--- src/sha512_pkg.sv ---
package sha512_pkg;

  localparam int unsigned Rounds = 80;

  typedef logic [63:0] word_t;

  typedef struct packed {
    logic  first;
    word_t w;
  } rnd_ctl_t;

  localparam word_t IV [8] = '{
    64'h6A09E667F3BCC908, 64'hBB67AE8584CAA73B, 64'h3C6EF372FE94F82B,
    64'hA54FF53A5F1D36F1, 64'h510E527FADE682D1, 64'h9B05688C2B3E6C1F,
    64'h1F83D9ABFB41BD6B, 64'h5BE0CD19137E2179
  };

  localparam word_t K [80] = '{
    64'h428A2F98D728AE22, 64'h7137449123EF65CD, 64'hB5C0FBCFEC4D3B2F,
    64'hE9B5DBA58189DBBC, 64'h3956C25BF348B538, 64'h59F111F1B605D019,
    64'h923F82A4AF194F9B, 64'hAB1C5ED5DA6D8118, 64'hD807AA98A3030242,
    64'h12835B0145706FBE, 64'h243185BE4EE4B28C, 64'h550C7DC3D5FFB4E2,
    64'h72BE5D74F27B896F, 64'h80DEB1FE3B1696B1, 64'h9BDC06A725C71235,
    64'hC19BF174CF692694, 64'hE49B69C19EF14AD2, 64'hEFBE4786384F25E3,
    64'h0FC19DC68B8CD5B5, 64'h240CA1CC77AC9C65, 64'h2DE92C6F592B0275,
    64'h4A7484AA6EA6E483, 64'h5CB0A9DCBD41FBD4, 64'h76F988DA831153B5,
    64'h983E5152EE66DFAB, 64'hA831C66D2DB43210, 64'hB00327C898FB213F,
    64'hBF597FC7BEEF0EE4, 64'hC6E00BF33DA88FC2, 64'hD5A79147930AA725,
    64'h06CA6351E003826F, 64'h142929670A0E6E70, 64'h27B70A8546D22FFC,
    64'h2E1B21385C26C926, 64'h4D2C6DFC5AC42AED, 64'h53380D139D95B3DF,
    64'h650A73548BAF63DE, 64'h766A0ABB3C77B2A8, 64'h81C2C92E47EDAEE6,
    64'h92722C851482353B, 64'hA2BFE8A14CF10364, 64'hA81A664BBC423001,
    64'hC24B8B70D0F89791, 64'hC76C51A30654BE30, 64'hD192E819D6EF5218,
    64'hD69906245565A910, 64'hF40E35855771202A, 64'h106AA07032BBD1B8,
    64'h19A4C116B8D2D0C8, 64'h1E376C085141AB53, 64'h2748774CDF8EEB99,
    64'h34B0BCB5E19B48A8, 64'h391C0CB3C5C95A63, 64'h4ED8AA4AE3418ACB,
    64'h5B9CCA4F7763E373, 64'h682E6FF3D6B2B8A3, 64'h748F82EE5DEFB2FC,
    64'h78A5636F43172F60, 64'h84C87814A1F0AB72, 64'h8CC702081A6439EC,
    64'h90BEFFFA23631E28, 64'hA4506CEBDE82BDE9, 64'hBEF9A3F7B2C67915,
    64'hC67178F2E372532B, 64'hCA273ECEEA26619C, 64'hD186B8C721C0C207,
    64'hEADA7DD6CDE0EB1E, 64'hF57D4F7FEE6ED178, 64'h06F067AA72176FBA,
    64'h0A637DC5A2C898A6, 64'h113F9804BEF90DAE, 64'h1B710B35131C471B,
    64'h28DB77F523047D84, 64'h32CAAB7B40C72493, 64'h3C9EBE0A15C9BEBC,
    64'h431D67C49C100D4C, 64'h4CC5D4BECB3E42B6, 64'h597F299CFC657E2A,
    64'h5FCB6FAB3AD6FAEC, 64'h6C44198C4A475817
  };

  function automatic word_t ror(word_t v, int unsigned n);
    ror = (v >> n) | (v << (64 - n));
  endfunction

endpackage

--- src/sha512_sched.sv ---
// 16-word message schedule window, one word per round
module sha512_sched (
  input  logic                 clk,
  input  logic                 load,
  input  logic [3:0]           load_idx,
  input  sha512_pkg::word_t    load_word,
  input  logic                 step,
  input  logic                 expand,
  output sha512_pkg::word_t    wt
);
  sha512_pkg::word_t win_r [16];
  sha512_pkg::word_t s15, s2, nw;

  always_comb begin
    s15 = win_r[1];
    s2  = win_r[14];
    nw = win_r[0] + win_r[9]
       + (sha512_pkg::ror(s15, 1) ^ sha512_pkg::ror(s15, 8) ^ (s15 >> 7))
       + (sha512_pkg::ror(s2, 19) ^ sha512_pkg::ror(s2, 61) ^ (s2 >> 6));
  end

  // window slides: win_r[0] is always the current round word
  assign wt = win_r[0];

  always_ff @(posedge clk) begin
    if (load) begin
      win_r[load_idx] <= load_word;
    end else if (step) begin
      for (int i = 0; i < 15; i++) win_r[i] <= win_r[i + 1];
      win_r[15] <= expand ? nw : win_r[0];
    end
  end
endmodule

--- config.mk ---
export PLATFORM = sky130hd
export DESIGN_NAME = sha512_sched
export DESIGN_NICKNAME = d
export VERILOG_FILES = /design/src/sha512_pkg.sv /design/src/sha512_sched.sv
export SDC_FILE = /design/constraint.sdc
export NUM_CORES = 2
export LEC_CHECK = 0
export ABC_AREA = 1
export ABC_CLOCK_PERIOD_IN_PS = 5600
export BUFFER_PORTS_ARGS = -buffer_cell sky130_fd_sc_hd__buf_2
export CAP_MARGIN = 40
export CORE_ASPECT_RATIO = 0.6
export CORE_UTILIZATION = 55
export DETAILED_ROUTE_END_ITERATION = 8
export GPL_TIMING_DRIVEN = 0
export PLACE_DENSITY = 0.75
export SYNTH_ARGS = -nofsm -noshare
export SYNTH_HDL_FRONTEND = slang
export SYNTH_SLANG_ARGS = --single-unit
--- constraint.sdc ---
create_clock -name clk -period 5.6 [get_ports clk]
set_input_delay 0.28 -clock clk [delete_from_list [all_inputs] [get_ports clk]]
set_output_delay 0.28 -clock clk [all_outputs]
set_load 0.01 [all_outputs]
=== Yosys cells after proc, flatten, opt, wreduce, memory -nomap -nowiden ===
Memories as Yosys holds them, arrays and structs flattened.
Index checks and enable logic that the tools add are counted.

* Multipliers: 0
* Mux-type cells: 9
* Add/subtract/negate cells: 3
* Bitwise logic cells: 8
* Divide/modulo/power cells: 0
* Magnitude comparators: 0
* Eq/ne operators: 0
* Reductions and logical operators: 1
* Shift operators: 0

{| class="wikitable"
|+ Operators with widths
! operator !! count
|-
| 64-bit adder || 3
|-
| 64-bit two-way mux || 2
|-
| 64-bit bitwise XOR || 2
|-
| 3-bit by 64-bit bitwise OR with 64-bit output || 1
|-
| 45-bit by 64-bit bitwise OR with 64-bit output || 1
|-
| 56-bit by 64-bit bitwise OR with 64-bit output || 1
|-
| 63-bit by 64-bit bitwise OR with 64-bit output || 1
|-
| 64-bit OR reduction || 1
|-
| 64-bit by 57-bit bitwise XOR with 64-bit output || 1
|-
| 64-bit by 58-bit bitwise XOR with 64-bit output || 1
|-
| 1-bit two-way mux || 6
|-
| 4-bit two-way mux || 1
|}

* Latch bits: 0
* RAM bits: 1024
* Memory bits (read-only): 0
* Memories kept: 1
* Bits of input ports: 72
* Bits in registers: 0

{| class="wikitable"
|+ Memory list
! memory !! words !! bits a word !! rd ports !! clocked after memory_dff !! write ports !! line !! text
|-
| win_r || 16 || 64 || 16 || 0 || 16 || sha512_sched.sv:11 || <nowiki>sha512_pkg::word_t win_r [16];</nowiki>
|}

=== Depth between registers and ports, before layout ===
* Depth after elaboration: 6
* Gate-level depth with buffers: 24
* Mapped depth without buffers: 24

=== Least setup slack after synthesis ===
OpenSTA, ideal clock, no wires.

* Kind: input port to flip-flop
* Start: in load
* End: mem win_r[14][0] in the netlist's numbering, enable pin
* Required time: 5.018 ns
* Path slack: -0.303 ns
* Stages: 3
* Arrival time: 5.321 ns
* Cell sequence: buf_2 -> nand3_1 -> o31ai_1

{| class="wikitable"
|+ RTL lines
! item !! line !! text
|-
| start: declaration || sha512_sched.sv:4 || <nowiki>input logic load,</nowiki>
|-
| end: declaration || sha512_sched.sv:11 ||
|}

==> results.md <==
* Critical path class: reg -> reg
* Final period util at 0.9755
* Main flop type after synthesis: edfxtp_1
* Design area at about 60000 um2
* Final Hold Viols at 0
* Final Skew at 0.02877 ns
* CP Capture Type: flop
* Hold_sp: load_word[46]
* Max reg flops at between 1000 and 1500
* DP Worst Slack at 0.2887 ns
* Power per cell area at around 420 nW/um2
* CTS clk-pin slew, worst paths at 0.08 ns
* Overflow after GRT at 0
* Synth-to-layout area growth at 12.93%
* Initial antenna violation count at 3
* Critical-path maximum fanout at 4
* Final setup violation count at 0
* Worst Hold End: win_r[15][46]
* Core Footprint at 92540 um2
* GP Congestion at 1.015
* H-tree depth at 3
* Starting Density at 0.5602
* Distinct cells, synth at 34
* CTS max path bufs at 3
* Avg Inst Size Synth at 9.664 um2
* Die width at 398.3 um
* Slew @ Worst Pin at 1.008 ns
* Worst r2r dst: win_r[15][45]
* Largest reg by FF count: win_r
* Class of the worst hold path: in -> reg
* Worst rel slew slack at 0.3282
* Most frequent CP cell: nand3_1
* Maximum number of pins on one net before global-route repair at 25
* Via count at 38690
* Synth area leaders: edfxtp_1 59%, nand2_1 17%, inv_1 5.1%
* RSZ-0062 raised after global routing: no
* Routed met1 length at 74.54 mm
* Initial drt markers at 5312
* Number of synthesized flops with an enable pin at 1024
* Crit start category: flop
* Max-cap violations at 0
* Peak supply drop at about 0.23 mV
* Top sig layer: met5
* DR pass1 iterations at 6
* Fin. max-slew vios at 0
* Net Count, Synth at 5625
* Port Buffers at about 130
* # rows at 86
* CTS buffer count at 90
* CP top delay family: adder cells
* I/O Pins at ~140
* DRC viols at 0
* Filler Cells Inserted at about 7300
* Vias in the first global route at 35690
* Post-DP Area at roughly 55000 um2
* Die Height at approximately 240 um
* Cts repair resizes at 0
* R2R Path Start: win_r[14][62]
* Routed WL per cell at roughly 25 um
* Largest regs: win_r x1024
* Setup TNS at 0 ns
* Die Footprint at 95520 um2
* R2R cell count at 22
* Slowest-stage cell, CP: xnor2_1
* Met3 wire len at about 24 mm
* Final min period at 5.463 ns
* Sequential-to-total area share from yosys stat at 0.5932
* Setup ws final at 0.1372 ns
* Via/cell ratio at approximately 5.6
* Top cell type's share of synthesized area at 0.5932
* Hold Path Stages at 3
* Post-DRT Antenna Nets at 0
* Critical path cell sequence: xnor2_1 > xor2_1 > inv_1 > fa_1 > inv_1 > fa_1 > inv_1 > ha_1 > inv_1 > fa_1 > inv_1 > nand3_1 > nand3_1 > nand3_1 > nand3_1 > nand2_1 > nand2_1 > nand2_1 > nand3_1 > nand3_1 > nand2_1 > nand2_1
* CTS tree: yes
* DP Wirelength at 138.2 mm
* Synth Register Bits at 1024
* Cells after Synth at around 5400
* CTS sink cnt at ~1000
* Arr. time, crit path at 5.93 ns
* Worst path max stage delay at 0.73 ns
* Biggest area consumer among synthesized cells: edfxtp_1
* Synth warn at 0
* Ys async rst share at 0
* Layout cell share with drive strength beyond 1 at 0.08964
* Inserted Diodes at 0
* Final wirelength at ~170 mm
* Routed wl met2 at 70.84 mm
* Critical path buffers and inverters at 5
* Leakage dissipation at roughly 26 nW
* First-pass GRT wire length at 246.2 mm
* Outcome: completed
* CP required at 6.06 ns
* Multi-input combinational cell area at 17690 um2
* Sequential cell area at 30750 um2
* Clock Latency Late Sink at 0.73 ns
* Maximum clock rate at 0.1831 GHz
* Nets at 5924
* Reg2reg setup slack at 0.14 ns
* Post-Syn Area at ~52000 um2
* Root buffer cell: clkbuf_16
* All-layer global routing usage at 0.3679
-- cells by family (layout without fill, tap and decap cells) --
logic type      after synthesis  count (layout)  synth area share
flops                      1024            1024            0.5932
simple gates               2719            2719            0.2025
xor+xnor                    276             276           0.04663
buf+inv                     908            1278           0.06903
fa+ha+maj                   189             189           0.06387
compound gates              248             248           0.02474
-- worst max-delay path by stage --
| stage | startpoint | slack [ns] | depth (start not counted) | endpoint |
|---|---|---|---|---|
| floorplan | load | -0.30 | 3 | win_r[14][0] |
| global placement | load | -4.72 | 3 | win_r[12][22] |
| detailed placement | win_r[14][62] | 0.29 | 22 | win_r[15][45] |
| CTS | win_r[14][62] | 0.26 | 22 | win_r[15][45] |
| global route | win_r[14][62] | 0.01 | 22 | win_r[15][61] |
| finish | win_r[14][62] | 0.14 | 22 | win_r[15][45] |
-- repair_timing --
item / CTS / global route
buffers inserted: 0 / 0
endpoints found under the setup margin: 0 / 0
endpoints found under the hold margin: 56 / 0
hold buffers: 19 / 0
-- synth_stat cells, types with 51 or more instances --
cell      number
inv_1        699
edfxtp_1    1024
xor2_1       147
o21ai_0      169
xnor2_1      129
fa_1         126
clkbuf_1      66
nand3_1       76
ha_1          63
nand2_1     2416
buf_2        127
a21oi_1       51
nor2_1       172
-- worst register-to-register path, stage by stage, from the launching register on --
cell and delay (ns):
edfxtp_1 0.68, xnor2_1 0.74, xor2_1 0.20, inv_1 0.07, fa_1 0.51, inv_1 0.05
fa_1 0.44, inv_1 0.07, ha_1 0.20, inv_1 0.08, fa_1 0.47, inv_1 0.14
nand3_1 0.08, nand3_1 0.22, nand3_1 0.12, nand3_1 0.19, nand2_1 0.08, nand2_1 0.31
nand2_1 0.13, nand3_1 0.09, nand3_1 0.15, nand2_1 0.16, nand2_1 0.06
-- cells in the final DEF (no fill, tap or decap), types with 5 or more instances in the layout --
| master | netlist | routed |
|---|---|---|
| nand3_2 | 5 | 5 |
| nand2_1 | 2416 | 2416 |
| xnor2_1 | 129 | 129 |
| o21ai_0 | 169 | 155 |
| clkbuf_16 | 0 | 90 |
| bufinv_16 | 0 | 12 |
| clkinv_2 | 0 | 10 |
| a21oi_1 | 51 | 51 |
| inv_2 | 10 | 10 |
| buf_2 | 127 | 261 |
| o211ai_1 | 7 | 7 |
| nor3_2 | 8 | 8 |
| nand3_1 | 76 | 76 |
| o21ai_1 | 13 | 13 |
| clkbuf_1 | 66 | 84 |
| fa_1 | 126 | 126 |
| inv_1 | 699 | 699 |
| o21ai_4 | 0 | 14 |
| dlygate4sd3_1 | 0 | 19 |
| ha_1 | 63 | 63 |
| clkinv_1 | 0 | 16 |
| xor2_1 | 147 | 147 |
| edfxtp_1 | 1024 | 1024 |
| nor3_1 | 7 | 7 |
| nand2_2 | 8 | 8 |
| buf_12 | 0 | 30 |
| nor2_2 | 16 | 16 |
| buf_16 | 0 | 11 |
| buf_8 | 0 | 10 |
| nor2_1 | 172 | 172 |
-- metal layers --
layer,vias up,track usage
met3,282,0.1016
met2,2416,0.5124
met4,2,0.09253
met1,18580,0.5652
li1,17410,-
met5,-,0
-- layout make-up --
type | count | area share
plain buffers | 199 | 0.01573
clock buffers | 111 | 0.03982
clock inverters | 52 | 0.01182
inverters | 709 | 0.04546
multi-input cells | 3432 | 0.3023
flip-flops and latches | 1024 | 0.5253
well taps | 1232 | 0.02633
repair buffers | 207 | 0.03328
-- where the power goes --
part	switching, mW	total (mW)	leakage [nW]	internal, mW
logic	6.01	8.54	15.2	2.53
clock network	2.95	6.51	1.45	3.56
registers	0.343	9.40	9.72	9.05
total	9.31	24.4	26.4	15.1
-- per-stage QoR --
stage	total power, mW	cells	utilization	hold WS [ns]
global placement	17.73	6730	0.5841	0.4978
floorplan	14.88	5364	-	0.4956
detailed placement	17.83	6784	0.5979	0.5017
finish	24.45	6966	0.6326	0.02343
global route	25.62	6966	0.6326	0.03339
CTS	24.24	6966	0.6326	0.001019
(Power assumes the default switching activity.)
